`config.mk`:
```
export PLATFORM = sky130hd
export DESIGN_NAME = ara_ctrl
export DESIGN_NICKNAME = d
export VERILOG_FILES = /design/src/rtl/ara_pkg.sv /design/src/rtl/ara_ctrl.sv
export SDC_FILE = /design/constraint.sdc
export NUM_CORES = 2
export LEC_CHECK = 0
export BUFFER_PORTS_ARGS = -buffer_cell sky130_fd_sc_hd__buf_2
export CORE_MARGIN = 3
export CORE_UTILIZATION = 35
export DETAILED_ROUTE_END_ITERATION = 10
export GPL_TIMING_DRIVEN = 0
export SYNTH_ARGS = -nofsm -noshare
export SYNTH_HDL_FRONTEND = slang
export SYNTH_SLANG_ARGS = --single-unit
```
`constraint.sdc`:
```
create_clock -name clk -period 11.5 [get_ports clk]
set_input_delay 1.15 -clock clk [delete_from_list [all_inputs] [get_ports clk]]
set_output_delay 1.15 -clock clk [all_outputs]
set_load 0.05 [all_outputs]
```
`src/rtl/ara_pkg.sv`:
```
// Package for the address range allocator: payload structs, codes and the
// per-cell link types. No dependencies.
package ara_pkg;

    typedef enum logic [1:0] {
        FUNC_RESERVE_FIXED = 2'd0,
        FUNC_RESERVE_ANY   = 2'd1,
        FUNC_RELEASE       = 2'd2,
        FUNC_QUERY         = 2'd3
    } func_t;

    typedef enum logic [2:0] {
        ST_OK        = 3'd0,
        ST_NO_SPACE  = 3'd1,
        ST_NOT_FOUND = 3'd2,
        ST_FULL      = 3'd3,
        ST_BAD_SIZE  = 3'd4
    } status_t;

    localparam int unsigned REG_DEFAULT_BASE   = 0;
    localparam int unsigned REG_LOWEST_ADDRESS = 1;
    localparam int unsigned REG_END_LIMIT      = 2;
    localparam int unsigned REG_GRANULE_LOG2   = 3;
    localparam int unsigned CFG_IDX_BITS       = 2;
    localparam int unsigned CFG_DATA_BITS      = 48;
    localparam int unsigned FIELD_BITS         = 48;
    localparam int unsigned KIND_BITS          = 3;
    localparam int unsigned GRAN_BITS          = 5;
    localparam logic [GRAN_BITS-1:0] GRAN_MIN  = 5'd12;
    localparam logic [GRAN_BITS-1:0] GRAN_MAX  = 5'd30;

    typedef struct packed {
        logic [1:0]            func;
        logic [FIELD_BITS-1:0] address;
        logic [FIELD_BITS-1:0] size;
        logic [KIND_BITS-1:0]  region_kind;
    } req_t;

    typedef struct packed {
        logic [2:0]            status;
        logic [FIELD_BITS-1:0] base;
        logic [FIELD_BITS-1:0] length;
        logic [KIND_BITS-1:0]  kind;
    } rsp_t;

    typedef enum logic [2:0] {
        S_IDLE,
        S_SCAN,
        S_SHIFT,
        S_RESULT
    } state_t;

    // Table-wide command that every cell applies in the same cycle.
    typedef enum logic [1:0] {
        CMD_HOLD,
        CMD_ROTATE,
        CMD_INSERT,
        CMD_REMOVE
    } cell_cmd_t;

endpackage

```
`src/rtl/ara_ctrl.sv`:
```
// Request sequencer: walks the table one slot a cycle and decides the
// result. Uses ara_pkg.
module ara_ctrl
    import ara_pkg::*;
#(
    parameter int unsigned ADDR_BITS = 48,
    parameter int unsigned IDX_BITS  = 6
)
(
    input  logic                 clk,
    input  logic                 rst_n,
    input  logic                 in_valid,
    output logic                 in_ready,
    input  req_t                 req,
    output logic                 out_valid,
    input  logic                 out_ready,
    output rsp_t                 rsp,
    input  logic [ADDR_BITS-1:0] cfg_default,
    input  logic [ADDR_BITS-1:0] cfg_low,
    input  logic [ADDR_BITS-1:0] cfg_end,
    input  logic [GRAN_BITS-1:0] cfg_gran,
    input  logic [IDX_BITS:0]    used,
    input  logic                 full,
    input  logic                 cur_valid,
    input  logic [ADDR_BITS-1:0] cur_base,
    input  logic [ADDR_BITS-1:0] cur_len,
    input  logic [KIND_BITS-1:0] cur_kind,
    output cell_cmd_t            cmd,
    output logic [IDX_BITS-1:0]  pos,
    output logic [ADDR_BITS-1:0] ins_base,
    output logic [ADDR_BITS-1:0] ins_len,
    output logic [KIND_BITS-1:0] ins_kind
);

    localparam int unsigned DEPTH = 1 << IDX_BITS;
    localparam int unsigned XB    = ADDR_BITS + 1;

    state_t               state_reg, state_next;
    logic [1:0]           func_reg, func_next;
    logic [ADDR_BITS-1:0] addr_reg, addr_next;
    logic [ADDR_BITS-1:0] size_reg, size_next;
    logic [KIND_BITS-1:0] rkind_reg, rkind_next;
    logic [XB-1:0]        start_reg, start_next;
    logic [IDX_BITS:0]    step_reg, step_next;
    logic [IDX_BITS:0]    pos_reg, pos_next;
    logic                 found_reg, found_next;
    logic [IDX_BITS:0]    iter_reg, iter_next;
    rsp_t                 rsp_reg, rsp_next;
    logic                 do_ins_reg, do_ins_next;
    logic                 do_rem_reg, do_rem_next;

    logic [XB-1:0]        amask, gmask, c_end, r_end, r_end_al, start0_al;
    logic [ADDR_BITS-1:0] lim, high, cand;
    logic [XB-1:0]        f_end;
    logic                 win_ok;
    logic [GRAN_BITS-1:0] g;

    always_comb
    begin
        g = cfg_gran < GRAN_MIN ? GRAN_MIN : (cfg_gran > GRAN_MAX ? GRAN_MAX : cfg_gran);
        amask = (XB'(1) << g) - XB'(1);
        gmask = ~amask;
        lim   = cfg_end;
        high  = lim - ADDR_BITS'(1);
        win_ok = (lim != '0) && (cfg_low <= high);
        cand  = (req.address != '0) ? req.address : cfg_default;
        if (cand < cfg_low || cand > high)
            cand = cfg_low;
        start0_al = ({1'b0, cand} + amask) & gmask;
        c_end  = start_reg + {1'b0, size_reg};
        r_end  = {1'b0, cur_base} + {1'b0, cur_len};
        r_end_al = (r_end + amask) & gmask;
        f_end  = {1'b0, addr_reg} + {1'b0, size_reg};
    end

    always_comb
    begin
        state_next = state_reg;
        case (state_reg)
            S_IDLE:   if (in_valid) state_next = S_SCAN;
            S_SCAN:   if (step_reg == used || found_reg) state_next = S_SHIFT;
            S_SHIFT:  if (step_reg[IDX_BITS-1:0] == '0)
                          state_next = S_RESULT;
            S_RESULT: if (out_ready) state_next = S_IDLE;
            default:  state_next = S_IDLE;
        endcase
    end

    // Datapath sequencing. SCAN rotates the ring until a match or through every
    // used slot, so the head cell shows slot step_reg; SHIFT completes the
    // rotation back to slot 0, then applies the insert or remove.
    always_comb
    begin
        func_next   = func_reg;
        addr_next   = addr_reg;
        size_next   = size_reg;
        rkind_next  = rkind_reg;
        start_next  = start_reg;
        step_next   = step_reg;
        pos_next    = pos_reg;
        found_next  = found_reg;
        iter_next   = iter_reg;
        rsp_next    = rsp_reg;
        do_ins_next = do_ins_reg;
        do_rem_next = do_rem_reg;
        cmd = CMD_HOLD;
        case (state_reg)
            S_IDLE:
            begin
                func_next  = req.func;
                addr_next  = req.address;
                size_next  = req.size;
                rkind_next = req.region_kind;
                start_next = start0_al;
                step_next  = '0;
                pos_next   = used;
                found_next = 1'b0;
                iter_next  = '0;
                do_ins_next = 1'b0;
                do_rem_next = 1'b0;
                rsp_next   = '0;
                rsp_next.status = ST_OK;
                if (in_valid)
                begin
                    if (req.func == FUNC_RESERVE_FIXED || req.func == FUNC_RESERVE_ANY)
                    begin
                        if (req.size == '0)
                        begin
                            rsp_next.status = ST_BAD_SIZE; found_next = 1'b1;
                        end
                        else if (req.func == FUNC_RESERVE_FIXED &&
                                 req.size - ADDR_BITS'(1) > ~req.address)
                        begin
                            rsp_next.status = ST_BAD_SIZE; found_next = 1'b1;
                        end
                        else if (full)
                        begin
                            rsp_next.status = ST_FULL; found_next = 1'b1;
                        end
                        else if (req.func == FUNC_RESERVE_ANY &&
                                 (!win_ok || start0_al[ADDR_BITS] ||
                                  start0_al[ADDR_BITS-1:0] > high))
                        begin
                            rsp_next.status = ST_NO_SPACE; found_next = 1'b1;
                        end
                        else
                            do_ins_next = 1'b1;
                    end
                    else if (req.func == FUNC_RELEASE)
                        rsp_next.status = ST_NOT_FOUND;
                end
            end
            S_SCAN:
            begin
                if (!(step_reg == used || found_reg))
                begin
                    cmd = CMD_ROTATE;
                    step_next = step_reg + 1'b1;
                    case (func_reg)
                        FUNC_RESERVE_FIXED:
                        begin
                            if (cur_base < f_end[ADDR_BITS-1:0] || f_end[ADDR_BITS])
                            begin
                                if (r_end > {1'b0, addr_reg})
                                begin
                                    found_next = 1'b1;
                                    do_ins_next = 1'b0;
                                    rsp_next.status = ST_NO_SPACE;
                                end
                            end
                            if (!found_next && cur_base < addr_reg)
                                pos_next = pos_reg;
                            if (!found_next && cur_base >= addr_reg && pos_reg == used)
                                pos_next = step_reg;
                        end
                        FUNC_RESERVE_ANY:
                        begin
                            // ranges ending at or before start are skipped
                            if (r_end > start_reg)
                            begin
                                if (c_end > {1'b0, lim})
                                begin
                                    found_next = 1'b1; do_ins_next = 1'b0;
                                    rsp_next.status = ST_NO_SPACE;
                                end
                                else if ({1'b0, cur_base} >= c_end)
                                begin
                                    found_next = 1'b1;
                                    pos_next = step_reg;
                                end
                                else
                                begin
                                    iter_next = iter_reg + 1'b1;
                                    start_next = r_end_al;
                                    if (r_end_al[ADDR_BITS] ||
                                        r_end_al[ADDR_BITS-1:0] > high ||
                                        iter_reg == (IDX_BITS+1)'(DEPTH))
                                    begin
                                        found_next = 1'b1; do_ins_next = 1'b0;
                                        rsp_next.status = ST_NO_SPACE;
                                    end
                                end
                            end
                        end
                        FUNC_RELEASE:
                        begin
                            if (cur_base == addr_reg)
                            begin
                                found_next = 1'b1;
                                do_rem_next = 1'b1;
                                pos_next = step_reg;
                                rsp_next.status = ST_OK;
                            end
                        end
                        default:
                        begin
                            if (cur_valid && cur_base <= addr_reg &&
                                addr_reg - cur_base < cur_len)
                            begin
                                found_next = 1'b1;
                                rsp_next.base = cur_base;
                                rsp_next.length = cur_len;
                                rsp_next.kind = cur_kind;
                            end
                        end
                    endcase
                end
                else
                begin
                    if (func_reg == FUNC_RESERVE_ANY && do_ins_reg && !found_reg)
                    begin
                        if (c_end > {1'b0, lim})
                        begin
                            do_ins_next = 1'b0;
                            rsp_next.status = ST_NO_SPACE;
                        end
                    end
                end
            end
            S_SHIFT:
            begin
                if (step_reg[IDX_BITS-1:0] != '0)
                begin
                    cmd = CMD_ROTATE;
                    step_next = step_reg + 1'b1;
                end
                else if (do_ins_reg)
                begin
                    cmd = CMD_INSERT;
                    rsp_next.base = (func_reg == FUNC_RESERVE_FIXED) ? addr_reg
                                    : start_reg[ADDR_BITS-1:0];
                end
                else if (do_rem_reg)
                    cmd = CMD_REMOVE;
            end
            default:
            begin
            end
        endcase
    end

    always_ff @(posedge clk or negedge rst_n)
    begin
        if (!rst_n)
        begin
            state_reg  <= S_IDLE;
            do_ins_reg <= 1'b0;
            do_rem_reg <= 1'b0;
            found_reg  <= 1'b0;
            step_reg   <= '0;
        end
        else
        begin
            state_reg  <= state_next;
            do_ins_reg <= do_ins_next;
            do_rem_reg <= do_rem_next;
            found_reg  <= found_next;
            step_reg   <= step_next;
        end
    end

    always_ff @(posedge clk)
    begin
        func_reg  <= func_next;
        addr_reg  <= addr_next;
        size_reg  <= size_next;
        rkind_reg <= rkind_next;
        start_reg <= start_next;
        pos_reg   <= pos_next;
        iter_reg  <= iter_next;
        rsp_reg   <= rsp_next;
    end

    assign in_ready  = (state_reg == S_IDLE);
    assign out_valid = (state_reg == S_RESULT);
    assign rsp       = rsp_reg;
    assign pos       = pos_reg[IDX_BITS-1:0];
    assign ins_base  = (func_reg == FUNC_RESERVE_FIXED) ? addr_reg : start_reg[ADDR_BITS-1:0];
    assign ins_len   = size_reg;
    assign ins_kind  = rkind_reg;

endmodule

```
* Yosys cells after proc, flatten, opt, wreduce, memory -nomap -nowiden *
Index checks and enable logic that the tools add are counted.
Widths: inputs -> output; s select.

word-level totals
  memories kept = 0
  memory bits (writable) = 0
  flip-flop bits (word level) = 279
  logic and storage cells = 238
  bits in read-only memories = 0
  bits in latches = 0

cells by class
  mux-type cells = 104
  divide/modulo/power cells = 0
  equal/unequal tests = 45
  shifts and indexed selects = 1
  bitwise gates (word level) = 4
  reduce and logical (&&, ||, !) cells = 41
  add/subtract/negate cells = 11
  multipliers = 0
  magnitude comparators = 16

operators by type and width
  operator               count
  $mux 99                3
  $mux 49                5
  $mux 48                5
  $gt 48x48->1           4
  $lt 48x48->1           3
  $pmux 48 s3            1
  $pmux 51 s2            1
  $add 48x48->49         2
  $and 49x49->49         2
  $gt 49x48->1           2
  $pmux 49 s2            1
  $le 48x48->1           2
  $reduce_bool 48->1     2
  $sub 48x1->48 const B  2
  $mux 7                 13
  $mux 3                 18
  $add 48x49->49         1
  $add 49x48->49         1
  $add 49x49->49         1
  $ge 48x49->1           1
  $gt 49x49->1           1
  $not 49->49            1
  $shl 1x5->49 const A   1
  $sub 49x2->49 const B  1
  48 further kinds       148

* Longest topological paths before layout *
  word-level depth = 17
  mapped depth = 52
  depth with buffers taken out = 50

* Least setup slack after synthesis *
No wires, ideal clock.

  kind = in2reg
  from = in cfg_end[25]
  to = reg rsp_reg (netlist bit rsp[99]) (data pin)
  slack = 0.770 ns
  arrival time = 10.473 ns
  required time = 11.243 ns
  buffers on the path = 3
  stages on the path = 52
  path through = or4_1 -> or4_1 -> or3_1 -> clkbuf_1 -> nor2_1 -> nand2_1 -> nor4_1 -> nand3_1 -> xnor2_1 -> ha_1 -> nand4_1 -> nor2_1 -> nand3_1 -> nor4b_1 -> a211oi_1 -> o211ai_1 -> a21boi_2 -> clkbuf_1 -> (+16 left out) -> xor2_1 -> nor2_1 -> ha_1 -> a21o_1 -> a21o_1 -> a21o_1 -> a21oi_1 -> nor2b_1 -> o21ai_0 -> nand2b_1 -> a21oi_1 -> o21ai_0 -> o21bai_1 -> or3b_2 -> nand4b_1 -> a32oi_1 -> o21ba_1 -> a32o_1

RTL lines
  item                  line             source
  start, declared       ara_ctrl.sv:20   input logic [ADDR_BITS-1:0] cfg_end,
  end signal, assigned  ara_ctrl.sv:291  rsp_reg <= rsp_next;
  end, declared         ara_ctrl.sv:48   rsp_t rsp_reg, rsp_next;

==> flow_summary.json <==
{
  "num_io_pins": 573,
  "pwr-share-comb_pct": 75.3,
  "hpwl_mm": 162.6,
  "synth_area_sq_mm": 0.04165,
  "grt_pass1_wl_mm": 260.3,
  "cts_tree": "built",
  "required_ns": 11.85,
  "cts-root-buf": "clkbuf_16",
  "die_h_microns": 351.0,
  "max_stage_delay_ns": 0.63,
  "cpMostUsedCell": "a21o_1",
  "nets": 6934,
  "htreeDepth": 2,
  "wl_mm": 187.6,
  "regArea_sq_mm": 0.008288,
  "min_period_ns": 11.27,
  "multi_input_area_sq_mm": 0.03190,
  "dieArea_sq_mm": 0.1232,
  "grt_max_degree": 63,
  "largest_reg_flops": 102,
  "r2r_cells": 27,
  "setup_violations": 0,
  "synth_top_area_share_pct": 26.01,
  "clockPowerShare_pct": 8.0,
  "dr.pass1.iters": 8,
  "whs_ns": 0.4659,
  "cts.sinks": 278,
  "port_buffers": 571,
  "grtUsageTotal_pct": 29.04,
  "gp_congestion": 1.021,
  "switching_power_uw": 7621,
  "tightest_slew_ns": 1.465,
  "vias": 41630,
  "drive_gt1_share_pct": 14.24,
  "avgSynthCellArea_sq_um": 8.330,
  "maxSlewViolCount": 0,
  "max-vdd-ir-drop_mv": 0.1847,
  "clkTransAtPathRegs_ns": 0.07,
  "max_cap_violations": 0,
  "area_growth_pct": 16.66,
  "dieWidth_microns": 351.0,
  "drt_iter0_drc": 3506,
  "tns_ns": 0,
  "maxSlewHeadroom_pct": 2.325,
  "pre_cts_ws_ns": -3.742,
  "layoutNonFillerInstCount": 7295,
  "synth_cell_types": 87,
  "netlist_instances": 5000,
  "worst_skew_pair.late_latency_ns": 0.59,
  "yosysSeqAreaShare_pct": 19.90,
  "hp-class": "in -> async",
  "vias_per_cell": 5.707,
  "first_global_vias": 39370,
  "fmax_ghz": 0.08874,
  "critical_path_peak_fanout": 10,
  "p_total_uw": 13650,
  "synthArstFlopShare_pct": 4.317,
  "dp.cells": 7166,
  "power_density_mw_per_mm2": 280.8,
  "synth_seq_cells": 278,
  "wire_per_inst_microns": 25.71,
  "synth_edf_count": 266,
  "rows": 125,
  "overflow": 0,
  "yosys_warnings": 0,
  "arrival_ns": 11.61,
  "drtAntennaViolNets": 0,
  "initial_core_util_pct": 35.56,
  "end_kind": "register",
  "drc": 0,
  "clockBufferDepth": 3,
  "core_sq_mm": 0.1171,
  "criticalPathCategory": "in -> reg",
  "hold_viol": 0,
  "swShare_pct": 55.84,
  "yosys.area.top_type": "ha_1",
  "cts_made_buffers": 34,
  "finalCritPeriodShare_pct": 97.98,
  "setup_ws_ns": 0.2317,
  "synthTopCellsByArea": "ha_1 (26%), edfxtp_1 (19%), a21o_1 (6.0%)",
  "leakage_uw": 0.02374,
  "skew_ns": 0.03952,
  "seq_power_share_pct": 16.7,
  "fill_cells": 11900,
  "status": "completed",
  "p_int_uw": 6026,
  "synth_flop_cell": "edfxtp_1",
  "rsz0062_at_grt": "true",
  "start_kind": "input port",
  "grt_antenna_before_repair": 76,
  "slowest_stage": "or4_4"
}
[through the flow]
stage / area (sq um) / util, %
final: 48590 / 41.48
after detailed placement: 46830 / 39.98
after floorplan: 41890 / -
after CTS: 48220 / 41.16
after global placement: 46650 / 39.82
after global routing: 48530 / 41.43
[area by class of cell]
type,instances,share of cell area (%)
Buffer,89,0.8085
Clock buffer,37,1.818
Timing Repair Buffer,603,6.538
Multi-Input combinational cell,4233,65.64
Sequential cell,278,17.06
Clock inverter,22,0.3991
Tap cell,1524,3.924
Antenna cell,48,0.2472
Inverter,461,3.569
[path summary, 6_finish.rpt]
kind	slack, ns	to	from
max in group asynchronous	10.75	step_reg[3]	rst_n
worst max-delay path	0.23	rsp[99]	cfg_end[27]
worst min register to register	0.59	do_rem_reg	do_rem_reg
worst min-delay path	0.47	do_ins_reg	rst_n
worst max register to register	3.05	start_reg[0]	start_reg[1]
min in group clk	0.59	do_rem_reg	do_rem_reg
[cell usage in the layout (no fill, tap or decap), drive strengths merged, types with 90 or more instances in the layout]
cell type  Yosys  layout
nand4        142     142
buf           15     618
nand3         90      90
nor2         342     342
o21ai        322     322
a21o         333     333
xor2         127     127
edfxtp       266     266
clkbuf        75     110
a21oi        391     391
nor2b        133     133
ha           866     866
xnor2        230     230
nand2        324     324
inv          460     461
[Yosys cell counts (11+ instances only)]
| library cell | number |
|---|---|
| ha_1 | 866 |
| inv_1 | 460 |
| a21oi_1 | 390 |
| nor2_1 | 341 |
| a21o_1 | 333 |
| nand2_1 | 324 |
| o21ai_0 | 319 |
| edfxtp_1 | 266 |
| xnor2_1 | 230 |
| nand4_1 | 142 |
| nor2b_1 | 133 |
| xor2_1 | 127 |
| nand3_1 | 90 |
| nor3_1 | 86 |
| o21a_1 | 79 |
| clkbuf_1 | 75 |
| nand2b_1 | 69 |
| a22oi_1 | 51 |
| nor4_1 | 51 |
| o21bai_1 | 46 |
| mux2_2 | 40 |
| or3_1 | 36 |
| a211oi_1 | 30 |
| a31oi_1 | 27 |
| and3_1 | 27 |
| o211ai_1 | 25 |
| and2_1 | 24 |
| o31ai_1 | 23 |
| or2_2 | 23 |
| a211o_1 | 20 |
| a21boi_0 | 16 |
| and4_1 | 16 |
| or4_1 | 15 |
| a2111oi_0 | 14 |
| dfrtp_1 | 12 |
| a221o_1 | 11 |
[what timing repair did]
| item | in CTS | in global routing |
|---|---|---|
| setup endpoints to repair | 17 | 6 |
| gates resized for setup | 53 | 37 |
| hold buffers | 0 | 0 |
| pin swaps | 10 | 22 |
| buffers inserted | 10 | 13 |
[routing by layer]
| metal | up-vias | part of all wire (%) | GRT usage, % |
|---|---|---|---|
| met5 | - | 0.092 | 0 |
| met1 | 19710 | 43 | 37.72 |
| met3 | 359 | 7.7 | 4.735 |
| met2 | 1661 | 43 | 45.43 |
| li1 | 19880 | - | - |
| met4 | 28 | 6.2 | 16.97 |
[power by group through the flow]
stage | Clock, uW | Combinational (uW) | Sequential [uW]
finish | 1090 | 10300 | 2280
global route | 1150 | 11200 | 2300
CTS | 1110 | 10100 | 2260
detailed placement | 0 | 10000 | 2280
global placement | 0 | 9820 | 2350
floorplan | 0 | 6320 | 2940
[cell families (layout without fill, tap and decap cells)]
kind of cell,Yosys count,after routing,synth area share (%)
xor gates and xnor gates,358,358,7.561
AOI/OAI and AO/OA,1488,1488,23.09
other,2,112,0.01803
muxes,45,45,1.202
DFF,278,278,19.90
and+or+nand+nor,1404,1404,16.86
buffers and inverters,551,1212,5.029
adders and majority gates,874,874,26.35
[critical path: cells and delay by family]
family	cells	cell delay, ns
compound gates	20	3.40
fa+ha+maj	3	1.05
xor+xnor	2	0.39
simple gates	20	4.71
buf+inv	4	0.72
mux	1	0.19
Note: power is estimated with default switching activity, not from simulation.
