File: config.mk
export PLATFORM = sky130hd
export DESIGN_NAME = ara_cell
export DESIGN_NICKNAME = d
export VERILOG_FILES = /design/src/rtl/ara_pkg.sv /design/src/rtl/ara_cell.sv
export SDC_FILE = /design/constraint.sdc
export NUM_CORES = 1
export LEC_CHECK = 0
export ABC_AREA = 1
export ABC_CLOCK_PERIOD_IN_PS = 1600
export BUFFER_PORTS_ARGS = -buffer_cell sky130_fd_sc_hd__buf_4
export CAP_MARGIN = 20
export CORE_AREA = 2 2 158 160
export CTS_CLUSTER_SIZE = 20
export DETAILED_ROUTE_END_ITERATION = 16
export DIE_AREA = 0 0 160 162
export PLACE_DENSITY = 0.52
export SLEW_MARGIN = 30
export SYNTH_ARGS = -nofsm -noshare
export SYNTH_HDL_FRONTEND = slang
export SYNTH_SLANG_ARGS = --single-unit
export TNS_END_PERCENT = 100
File: constraint.sdc
create_clock -name clk -period 1.6 [get_ports clk]
set_input_delay 0.08 -clock clk [delete_from_list [all_inputs] [get_ports clk]]
set_output_delay 0.08 -clock clk [all_outputs]
set_load 0.05 [all_outputs]
File: src/rtl/ara_pkg.sv
// Package for the address range allocator: payload structs, codes and the
// per-cell link types. No dependencies.
package ara_pkg;

    typedef enum logic [1:0] {
        FUNC_RESERVE_FIXED = 2'd0,
        FUNC_RESERVE_ANY   = 2'd1,
        FUNC_RELEASE       = 2'd2,
        FUNC_QUERY         = 2'd3
    } func_t;

    typedef enum logic [2:0] {
        ST_OK        = 3'd0,
        ST_NO_SPACE  = 3'd1,
        ST_NOT_FOUND = 3'd2,
        ST_FULL      = 3'd3,
        ST_BAD_SIZE  = 3'd4
    } status_t;

    localparam int unsigned REG_DEFAULT_BASE   = 0;
    localparam int unsigned REG_LOWEST_ADDRESS = 1;
    localparam int unsigned REG_END_LIMIT      = 2;
    localparam int unsigned REG_GRANULE_LOG2   = 3;
    localparam int unsigned CFG_IDX_BITS       = 2;
    localparam int unsigned CFG_DATA_BITS      = 48;
    localparam int unsigned FIELD_BITS         = 48;
    localparam int unsigned KIND_BITS          = 3;
    localparam int unsigned GRAN_BITS          = 5;
    localparam logic [GRAN_BITS-1:0] GRAN_MIN  = 5'd12;
    localparam logic [GRAN_BITS-1:0] GRAN_MAX  = 5'd30;

    typedef struct packed {
        logic [1:0]            func;
        logic [FIELD_BITS-1:0] address;
        logic [FIELD_BITS-1:0] size;
        logic [KIND_BITS-1:0]  region_kind;
    } req_t;

    typedef struct packed {
        logic [2:0]            status;
        logic [FIELD_BITS-1:0] base;
        logic [FIELD_BITS-1:0] length;
        logic [KIND_BITS-1:0]  kind;
    } rsp_t;

    typedef enum logic [2:0] {
        S_IDLE,
        S_SCAN,
        S_SHIFT,
        S_RESULT
    } state_t;

    // Table-wide command that every cell applies in the same cycle.
    typedef enum logic [1:0] {
        CMD_HOLD,
        CMD_ROTATE,
        CMD_INSERT,
        CMD_REMOVE
    } cell_cmd_t;

endpackage

File: src/rtl/ara_cell.sv
// One slot of the range table. A row of these forms a rotating ring; the
// head cell is examined by the controller. Uses ara_pkg.
module ara_cell
    import ara_pkg::*;
#(
    parameter int unsigned ADDR_BITS = 48
)
(
    input  logic                 clk,
    input  logic                 rst_n,
    input  cell_cmd_t            cmd,
    input  logic                 sel_here,
    input  logic                 sel_after,
    input  logic [ADDR_BITS-1:0] ins_base,
    input  logic [ADDR_BITS-1:0] ins_len,
    input  logic [KIND_BITS-1:0] ins_kind,
    input  logic                 prv_valid,
    input  logic [ADDR_BITS-1:0] prv_base,
    input  logic [ADDR_BITS-1:0] prv_len,
    input  logic [KIND_BITS-1:0] prv_kind,
    input  logic                 nxt_valid,
    input  logic [ADDR_BITS-1:0] nxt_base,
    input  logic [ADDR_BITS-1:0] nxt_len,
    input  logic [KIND_BITS-1:0] nxt_kind,
    output logic                 valid,
    output logic [ADDR_BITS-1:0] base,
    output logic [ADDR_BITS-1:0] len,
    output logic [KIND_BITS-1:0] kind
);

    logic                 valid_reg, valid_next;
    logic [ADDR_BITS-1:0] base_reg, base_next;
    logic [ADDR_BITS-1:0] len_reg, len_next;
    logic [KIND_BITS-1:0] kind_reg, kind_next;

    always_comb
    begin
        valid_next = valid_reg;
        base_next  = base_reg;
        len_next   = len_reg;
        kind_next  = kind_reg;
        case (cmd)
            CMD_ROTATE:
            begin
                valid_next = nxt_valid;
                base_next  = nxt_base;
                len_next   = nxt_len;
                kind_next  = nxt_kind;
            end
            CMD_INSERT:
            begin
                // open a hole at the insert point, push later slots up
                if (sel_here)
                begin
                    valid_next = 1'b1;
                    base_next  = ins_base;
                    len_next   = ins_len;
                    kind_next  = ins_kind;
                end
                else if (sel_after)
                begin
                    valid_next = prv_valid;
                    base_next  = prv_base;
                    len_next   = prv_len;
                    kind_next  = prv_kind;
                end
            end
            CMD_REMOVE:
            begin
                if (sel_here || sel_after)
                begin
                    valid_next = nxt_valid;
                    base_next  = nxt_base;
                    len_next   = nxt_len;
                    kind_next  = nxt_kind;
                end
            end
            default:
            begin
            end
        endcase
    end

    always_ff @(posedge clk or negedge rst_n)
    begin
        if (!rst_n)
            valid_reg <= 1'b0;
        else
            valid_reg <= valid_next;
    end

    always_ff @(posedge clk)
    begin
        base_reg <= base_next;
        len_reg  <= len_next;
        kind_reg <= kind_next;
    end

    assign valid = valid_reg;
    assign base  = base_reg;
    assign len   = len_reg;
    assign kind  = kind_reg;

endmodule

After elaboration in Yosys (flattened, before gate mapping) --
Cells that the tools add are included.
Operators by class: reductions and logical operators 3, eq/ne operators 5, muxes and demuxes 16
Operator list (number):
- 48-bit 2-to-1 mux | 6
- 48-bit case mux with 3 select lines | 2
- 3-bit 2-to-1 mux | 3
- 3-bit case mux with 3 select lines | 1
- 2-bit == test (second input constant) | 2
- 1-bit 2-to-1 mux | 3
- 3-bit inequality test (second input constant) | 1
- 1-bit case mux with 3 select lines | 1
- 3-bit AND reduction | 1
- 3-bit nonzero test | 1
- 2-bit by 1-bit == test with 1-bit output (second input constant) | 1
- 2-bit inequality test (second input constant) | 1
- 1-bit logical OR | 1
Word-level totals: bits of input ports 305, register bits 100, output and inout port bits 100, logic and storage cells 28

Longest topological paths before layout --
Gate-level depths: netlist (run 1).
word-level depth 3, mapped depth 7

Worst setup path after synthesis (run 1) --
OpenSTA, ideal clock, no wires.
kind input-to-reg, start in sel_here, end reg base_reg[0] (netlist: base[0]) (enable), path buffers 0, cell stages on the path 2, required time 0.675 ns, path slack -1.256 ns, arrival 1.931 ns, cell sequence o21ai_0 -> nand2_1
Between the ends: cells in the longest elaborated chain, start to end 3, elaborated cells between the ends (all ways) 4, classes of those cells eq/ne: 2; reduce/logical: 2
RTL lines:
- start, declared | line ara_cell.sv:12 | input logic sel_here,
- 1-bit logical OR | line ara_cell.sv:70 | if (sel_here || sel_after)
- 2-bit inequality test (no line)
- 3-bit AND reduction (no line) *
- end signal, assigned | line ara_cell.sv:94 | base_reg <= base_next;
- end, declared | line ara_cell.sv:32 | logic [ADDR_BITS-1:0] base_reg, base_next;
Every way passes the cells marked *; elsewhere a longest branch is shown, timed or not. A chain may end at the register's enable or synchronous reset.

Worst setup path in the final report (run 1) --
start reg kind_reg[2] (netlist: kind[2]), end out kind[2]
RTL lines:
- start, declared | line ara_cell.sv:34 | logic [KIND_BITS-1:0] kind_reg, kind_next;
- start signal, assigned | line ara_cell.sv:96 | kind_reg <= kind_next;
- end, declared | line ara_cell.sv:28 | output logic [KIND_BITS-1:0] kind
No word-level cell between the ends.

==> run metrics, run 1 <==
Clock Skews=0 ns; multiplexer share of the synthesized area=0%; Max Cap Viol=0; Die W=160 um; routed wire length=21.4 mm; Post-route DRC=0; Required @ worst endpoint=1.52 ns; Final TNS setup=0 ns; Synth Area in Adders=0%; Antenna diodes=0; Syn Inst Count=652; Tot Pwr=8590 uW; top-area cell type share of the netlist area=54.1%; crit-path cells=buf_4; CP Capture Type=output pin; fin crit period=1.07 ns; CTS tree=yes; post-layout util=between 40% and 50%; Relative slew margins=just over 60%; vias=6077; Post-Synth Simple-Gate Area=21.2%; Worst Path Max Fanout=1; CP Data Arrival Time=0.99 ns; GRT Total Usage=~16%; Post-Synth XOR/XNOR Area=0%; main combinational cell family by area after synthesis=simple AND/OR/NAND/NOR gates; Avg Cell Area, Syn=about 8.4 sq um; largest net degree at the start of global routing=63; number of global-route vias before repair=slightly above 6000; CTS clk-pin slew, worst paths=around 0.08 ns; global-route wire length before repair=32.7 mm; Antenna Nets Post-Route=0; biggest area consumer among synthesized cells=edfxtp_1; Core Rows=57; register area share after synthesis=54.6%; Yosys reg bits=100; dpl cell area=around 9000 sq um; Worst Path Buf+Inv=1; I/O Buffers=between 400 and 500; Die Span Y=roughly 160 um; Synth Area in Compound Gates=between 10 and 15%; CP startpoint kind=register; delay-heaviest family, CP=flip-flops; Fillers=approximately 2400; GPL Wtd Cong=approximately 0.82; 1st-pass router iterations=4; HP Class=input pin to register; I/O pin cnt=roughly 410; kind of critical path=register to output pin; DP Wirelength=around 16 mm; final hold vios=0; Placeable Area=around 24000 sq um; design area=approximately 9900 sq um; worst vdd ir=between 300 and 400 uV; CP max-delay cell=edfxtp_1; # H-tree levels=3; DRT iter0 DRCs=about 340; total gr overflow=0; RSZ-0062 raised after global routing=no; Yosys warnings=0; # Post-CTS Setup Buffers=0; clk_lat worst skew=0.34 ns; Initial Util=roughly 23%; Lkg Pwr=~0.005 uW; status=completed; WL/cell=approximately 15 um; Pwr Density=around 860 nW/um^2; synthesis-to-finish area growth=80.9%; Clock Path Buffers=2; slowest stage delay, CP=0.42 ns; top cells by area, synth=edfxtp_1 (54%), nand2_1 (21%), o211ai_1 (14%); Die ar.=between 20000 and 30000 sq um; Mapped Area=~5500 sq um; Inserted Clock Buffers=9; post-cts sizing count=0; CTS Hold Bufs=roughly 70; fmax=931 MHz; setup violators final=0; routed vias/inst=roughly 4.2; Max Transition Viols Final=0; initial antenna violation count=0; layout net count=between 1000 and 1500; setup slack after layout=around 0.53 ns; Sink Count=100; count of cell types in the netlist=12; syn_nets=about 960; clock root buffer=clkbuf_16; layout cells sized above 1=a little under 40%; Worst-Margin Slew=0.573 ns; Post-Place Worst Slack=around 0.24 ns; Final period util=roughly two thirds
## logic make-up after synthesis
kind of cell,after synthesis
compound gates,100
buf+inv,144
flops,100
simple gates,308
## cell type report
cell class,instances,area (sq um),share of cell area [%]
clock buffer,10,229,2.30
inverter,103,392,3.94
multi-input combinational,408,1930,19.4
clock inverter,6,40.0,0.403
timing repair buffer,489,3950,39.7
sequential,100,3000,30.1
tap,324,405,4.08
## path summary, 6_finish.rpt
check                           to  cells after the start  slack (ns)        start
hold reg to reg              valid                      2        0.52        valid
setup reg to reg             valid                      2        0.98        valid
hold / removal             len[32]                      3        0.02  nxt_len[32]
min in group asynchronous    valid                      2        0.06        rst_n
setup / recovery           kind[2]                      1        0.53      kind[2]
max in group asynchronous    valid                      2        1.46        rst_n
## metal layers
metal | wire [um] | part of all wire (%) | GRT usage (%) | up-vias
li1 | - | - | - | 3058
met1 | 8330 | 39 | 18.4 | 2712
met2 | 10500 | 49 | 27.4 | 256
met3 | 1630 | 7.6 | 4.37 | 51
met4 | 896 | 4.2 | 8.68 | 0
met5 | 0 | 0 | 0 | -
## where the power goes
part	total (uW)	switching [uW]	internal (uW)	leakage, uW
sequential	3380	96.8	3280	0.000985
clock	2080	1020	1060	0.000123
combinational	3130	1930	1200	0.00394
total	8590	3050	5540	0.00504
## stage by stage
stage,instances,hold slack (ns)
6_report,1440,0.0188
5_1_grt,1440,0.00117
4_1_cts,1440,0.000141
3_5_place_dp,1352,-0.143
3_3_place_gp,1352,-0.144
2_1_floorplan,652,-0.216
## layout by cell type, fill, tap and decap left out
| cell type | n |
|---|---|
| inv_2 | 2 |
| inv_1 | 100 |
| clkbuf_16 | 9 |
| clkinv_2 | 1 |
| nand3_1 | 1 |
| nand2_1 | 304 |
| buf_12 | 8 |
| nand2_4 | 2 |
| dfrtp_1 | 1 |
| dlygate4sd3_1 | 72 |
| inv_6 | 2 |
| edfxtp_1 | 99 |
| o21ai_0 | 1 |
| clkbuf_1 | 1 |
| o211ai_1 | 99 |
| clkinv_1 | 1 |
| nor2_4 | 1 |
| buf_4 | 409 |
| clkinvlp_4 | 3 |
## cells in the mapped netlist
cell      instances
buf_2            33
clkbuf_1          8
dfrtp_1           1
edfxtp_1         99
inv_1           100
inv_2             3
nand2_1         305
nand2_2           1
nand3_1           1
nor2_4            1
o211ai_1         99
o21ai_0           1
Note: power is estimated with default switching activity, not from simulation.
==> run 2, diff against run 1 <==
--- a/config.mk
+++ b/config.mk
@@ -6,7 +6,7 @@
 export NUM_CORES = 1
 export LEC_CHECK = 0
 export ABC_AREA = 1
-export ABC_CLOCK_PERIOD_IN_PS = 1600
+export ABC_CLOCK_PERIOD_IN_PS = 1040
 export BUFFER_PORTS_ARGS = -buffer_cell sky130_fd_sc_hd__buf_4
 export CAP_MARGIN = 20
 export CORE_AREA = 2 2 158 160
==> constraint.sdc (replaced) <==
create_clock -name clk -period 1.04 [get_ports clk]
set_input_delay 0.052 -clock clk [delete_from_list [all_inputs] [get_ports clk]]
set_output_delay 0.052 -clock clk [all_outputs]
set_load 0.05 [all_outputs]
==> run metrics, run 2 (same netlist as run 1, synthesis figures left out) <==
routed vias/inst=about 4.2; HP Class=input pin to register; commonest non-fill, non-tap cell in the layout=buf_4; DP Wirelength=between 15 and 20 mm; worst vdd ir=848 uV; Worst Path Buf+Inv=1; I/O pin cnt=405; Die ar.=~26000 sq um; layout cells sized above 1=between 30% and 40%; Sequential Power Share=38.7%; routed wire length=approximately 22 mm; GRT Total Usage=between 10% and 20%; logic gate share of total power=between 30% and 40%; Inserted Clock Buffers=9; crit-path cells=buf_6; Pwr Density=around 1300 nW/um^2; # Post-CTS Setup Buffers=0; DRT iter0 DRCs=about 380; Core Rows=between 50 and 60; Required @ worst endpoint=0.99 ns; Tot Pwr=about 13000 uW; clock power share=between 20% and 30%; Die W=160 um; CP Capture Type=output pin; Placeable Area=roughly 24000 sq um; Power Internal=between 8000 and 9000 uW; dpl cells=approximately 1400; status=completed; kind of critical path=register to output pin; GPL Wtd Cong=approximately 0.86; # H-tree levels=3; Initial Util=between 20% and 30%; Max Transition Viols Final=0; clk_lat worst skew=between 0.3 and 0.4 ns; R2R setup slack=around 0.41 ns; initial antenna violation count=0; Fillers=~2400; setup violators final=0; Antenna diodes=0; synthesis-to-finish area growth=90.0%; Register-to-Register Path Depth=2; vias=between 6000 and 7000; Post-Place Worst Slack=-0.166 ns; CP startpoint=base[25]; Sink Count=100; delay-heaviest family, CP=flip-flops; Clock Skews=0 ns; total gr overflow=0; WL/cell=14.7 um; fmax=between 900 and 1000 MHz; NetSw=4780 uW; 1st-pass router iterations=7; Final period util=between 90% and 100%; I/O Buffers=about 400; Final Non-Filler Cells=roughly 1500; most frequent cells in the layout=buf_4 (412), nand2_1 (303), dlygate4sd3_1 (103); layout net count=roughly 1500; Relative slew margins=roughly 80%; worst setup path end=base[25]; Clock Path Buffers=2; CTS clk-pin slew, worst paths=roughly 0.070 ns; Lkg Pwr=approximately 0.0053 uW; slowest stage delay, CP=0.45 ns; fin crit period=about 1.0 ns; Worst-Margin Slew=between 0.3 and 0.4 ns; reg-to-reg endpoint=valid; Max Cap Viol=0; clock root buffer=clkbuf_16; sw frac=a little over a third; RSZ-0062 raised after global routing=yes; final hold vios=0; dpl cell area=9110 sq um; Die Span Y=approximately 160 um; design area=between 10000 and 15000 sq um; CP max-delay cell=edfxtp_1; CP startpoint kind=register; CP Data Arrival Time=0.98 ns; Worst Path Max Fanout=1; critical path depth in cells=1; number of global-route vias before repair=slightly above 6000; largest net degree at the start of global routing=46; post-layout util=around 43%; setup slack after layout=between 0.006 and 0.007 ns; Post-route DRC=0; Antenna Nets Post-Route=0; CTS tree=yes; global-route wire length before repair=33.0 mm; r2r startpoint=valid
[run 2: changes by cell type in the layout (fill, tap and decap cells not counted), sizes merged]
| cell | previous run | this run |
|---|---|---|
| buf | 417 | 431 |
| dlygate4sd3 | 72 | 103 |
| clkinvlp | 3 | 2 |
| clkinv | 2 | 3 |
| clkbuf | 10 | 9 |
[run 2: per-stage QoR]
step / hold WS (ns) / setup TNS, ns
3_3_place_gp: -0.171 / -11.77
6_report: 0.0174 / 0
3_5_place_dp: -0.169 / -13.22
5_1_grt: 0.00524 / -0.0486
2_1_floorplan: -0.244 / 0
4_1_cts: 0.000162 / -0.0346
[run 2: worst min path at each step]
stage | cells after the start | to | from
after CTS | 3 | base[21] | ins_base[21]
after global placement | 1 | valid | rst_n
after detailed placement | 1 | valid | rst_n
final | 3 | len[46] | nxt_len[46]
after global routing | 3 | len[43] | ins_len[43]
after floorplan | 0 | valid | rst_n
[run 2: worst reg2reg max path: stages, from the launching register on]
cell and delay [ns]:
dfrtp_1 0.38, nand3_1 0.09, nand2_1 0.06
[run 2: power groups by stage]
stage          Sequential [uW]  Combinational (uW)  Clock [uW]
2_1_floorplan             7100                 791           0
3_5_place_dp              5300                4730           0
3_3_place_gp              5290                4720           0
6_report                  5210                5040        3210
5_1_grt                   5260                5320        3480
4_1_cts                   5220                5070        3360
[run 2: final cells by class]
class	count	area, sq um	area share [%]
clock buffer	9	225	2.16
sequential	100	3000	28.7
inverter	103	392	3.75
tap	324	405	3.88
multi-input combinational	408	1940	18.6
timing repair buffer	534	4430	42.5
clock inverter	6	41.3	0.396
[run 2: timing repair]
item,in CTS,in global routing
endpoints found under the hold margin,100,0
setup endpoints to repair,5,7
hold buffers,103,0
gates resized for setup,5,3
[run 2: per-layer routing]
layer | global-route usage, % | vias up | wire (um)
li1 | - | 3133 | -
met1 | 18.7 | 2811 | 8640
met2 | 28.4 | 270 | 11000
met3 | 4.65 | 41 | 1580
met4 | 6.59 | 0 | 659
met5 | 0 | - | 0
==> run 3, diff against run 2 <==
--- a/config.mk
+++ b/config.mk
@@ -9,11 +9,11 @@
 export ABC_CLOCK_PERIOD_IN_PS = 1040
 export BUFFER_PORTS_ARGS = -buffer_cell sky130_fd_sc_hd__buf_4
 export CAP_MARGIN = 20
-export CORE_AREA = 2 2 158 160
+export CORE_AREA = 2 2 159 161
+export CTS_BUF_LIST = sky130_fd_sc_hd__clkbuf_8 sky130_fd_sc_hd__clkbuf_16
 export CTS_CLUSTER_SIZE = 20
 export DETAILED_ROUTE_END_ITERATION = 16
-export DIE_AREA = 0 0 160 162
-export PLACE_DENSITY = 0.52
+export DIE_AREA = 0 0 161 163
 export SLEW_MARGIN = 30
 export SYNTH_ARGS = -nofsm -noshare
 export SYNTH_HDL_FRONTEND = slang
==> run metrics, run 3 (same netlist as run 1, synthesis figures left out) <==
status=complete, but fails checks; failing checks=setup timing; synthesis-to-finish area growth=92.1%; Power Internal=roughly 8800 uW; layout cells sized above 1=39.7%; Placeable Area=24700 sq um; CP Capture Type=output pin; global-route wire length before repair=34.0 mm; fmax=about 950 MHz; clock root buffer=clkbuf_16; Inserted Clock Buffers=9; clock power share=between 20% and 30%; Max Cap Viol=0; GRT Total Usage=roughly 17%; clk_lat worst skew=about 0.34 ns; vias=~6300; Antenna diodes=0; routed wire length=between 20 and 25 mm; RSZ-0062 raised after global routing=yes; routed vias/inst=4.23; Post-Place Worst Slack=-0.199 ns; NetSw=between 4000 and 5000 uW; CTS tree=yes; WL/cell=between 15 and 20 um; Pwr Density=around 1300 nW/um^2; Sequential Power Share=a little under two fifths; flip-flop and latch area=3000 sq um; Required @ worst endpoint=roughly 0.99 ns; worst vdd ir=roughly 550 uV; total gr overflow=0; CP max-delay cell=edfxtp_1; Antenna Nets Post-Route=0; Post-route DRC=0; slowest stage delay, CP=~0.46 ns; DP Wirelength=between 15 and 20 mm; CP startpoint kind=register; Clock Path Buffers=2; DRT iter0 DRCs=approximately 450; delay-heaviest family, CP=flip-flops; Worst-Margin Slew=around 0.35 ns; I/O pin cnt=between 400 and 500; I/O Buffers=just over 400; layout net count=1471; R2R setup slack=0.42 ns; setup violators final=1; Initial Util=between 20 and 25%; # H-tree levels=3; fin crit period=between 1 and 1.5 ns; Worst Path Buf+Inv=1; most frequent cells in the layout=buf_4 (419), nand2_1 (303), inv_1 (102); CP Data Arrival Time=1.00 ns; Die Span Y=between 150 and 200 um; CTS clk-pin slew, worst paths=around 0.080 ns; Die W=roughly 160 um; Sink Count=100; crit-path cells=buf_6; area of the multi-input gates=1940 sq um; Worst Path Max Fanout=1; Final TNS setup=-0.0133 ns; Relative slew margins=around three quarters; Fillers=2425; Clock Skews=0 ns; setup slack after layout=-0.0133 ns; Die ar.=around 26000 sq um; HP Class=input pin to register; GPL Wtd Cong=~0.86; 1st-pass router iterations=6; commonest non-fill, non-tap cell in the layout=buf_4; Core Rows=58; logic gate share of total power=between 30% and 40%; Lkg Pwr=between 0.005 and 0.006 uW; final hold vios=0; Max Transition Viols Final=0; Final period util=101%; initial antenna violation count=0; number of global-route vias before repair=around 6400; # Post-CTS Setup Buffers=0; largest net degree at the start of global routing=52; post-layout util=a little over two fifths; kind of critical path=register to output pin; sw frac=35.6%
[run 3: cell count changes in the layout (fill, tap and decap cells not counted), sizes merged]
cell / delta
clkinv: -2
clkinvlp: -1
dlygate4sd3: -2
buf: +12
inv: +3
clkbuf: +1
[run 3: timing repair]
item	4_1_cts	5_1_grt
hold buffers	100	1
gates cloned	0	0
setup endpoints to repair	10	10
gates resized for setup	10	2
hold endpoints to repair	94	1
[run 3: layout make-up]
type	count	share of cell area, %
clock buffers	10	2.26
clock inverters	6	0.391
inverters	103	3.71
multi-input cells	408	18.4
flip-flops and latches	100	28.4
well taps	330	3.91
repair buffers	544	42.9
[run 3: power by group through the flow]
stage / clock (uW) / combinational (uW) / sequential, uW
6_report: 3340 / 5090 / 5240
5_1_grt: 3610 / 5370 / 5280
4_1_cts: 3460 / 5100 / 5240
3_5_place_dp: 0 / 4750 / 5320
3_3_place_gp: 0 / 4740 / 5300
2_1_floorplan: 0 / 791 / 7100
[run 3: layer usage]
metal,vias up,part of all wire (%),track usage (%)
met5,-,0,0
met4,0,1.9,4.95
met3,28,6.5,3.97
met2,251,53,30.6
met1,2906,39,18.9
li1,3161,-,-
[run 3: final timing paths]
path / startpoint / to / cells past startpoint
worst max-delay path: len[1] / len[1] / 1
worst min-delay path: ins_base[19] / base[19] / 3
worst max register to register: valid / valid / 2
worst min register to register: valid / valid / 2
max in group asynchronous: rst_n / valid / 3
min in group asynchronous: rst_n / valid / 3
[run 3: per-stage QoR]
stage | hold WS, ns | cell area (sq um) | instances | power (uW)
detailed placement | -0.167 | 9220 | 1384 | 10100
global route | 0.00200 | 10600 | 1501 | 14300
CTS | 0.000129 | 10500 | 1500 | 13800
floorplan | -0.244 | 5520 | 652 | 7890
finish | 0.0171 | 10600 | 1501 | 13700
global placement | -0.169 | 9220 | 1384 | 10000
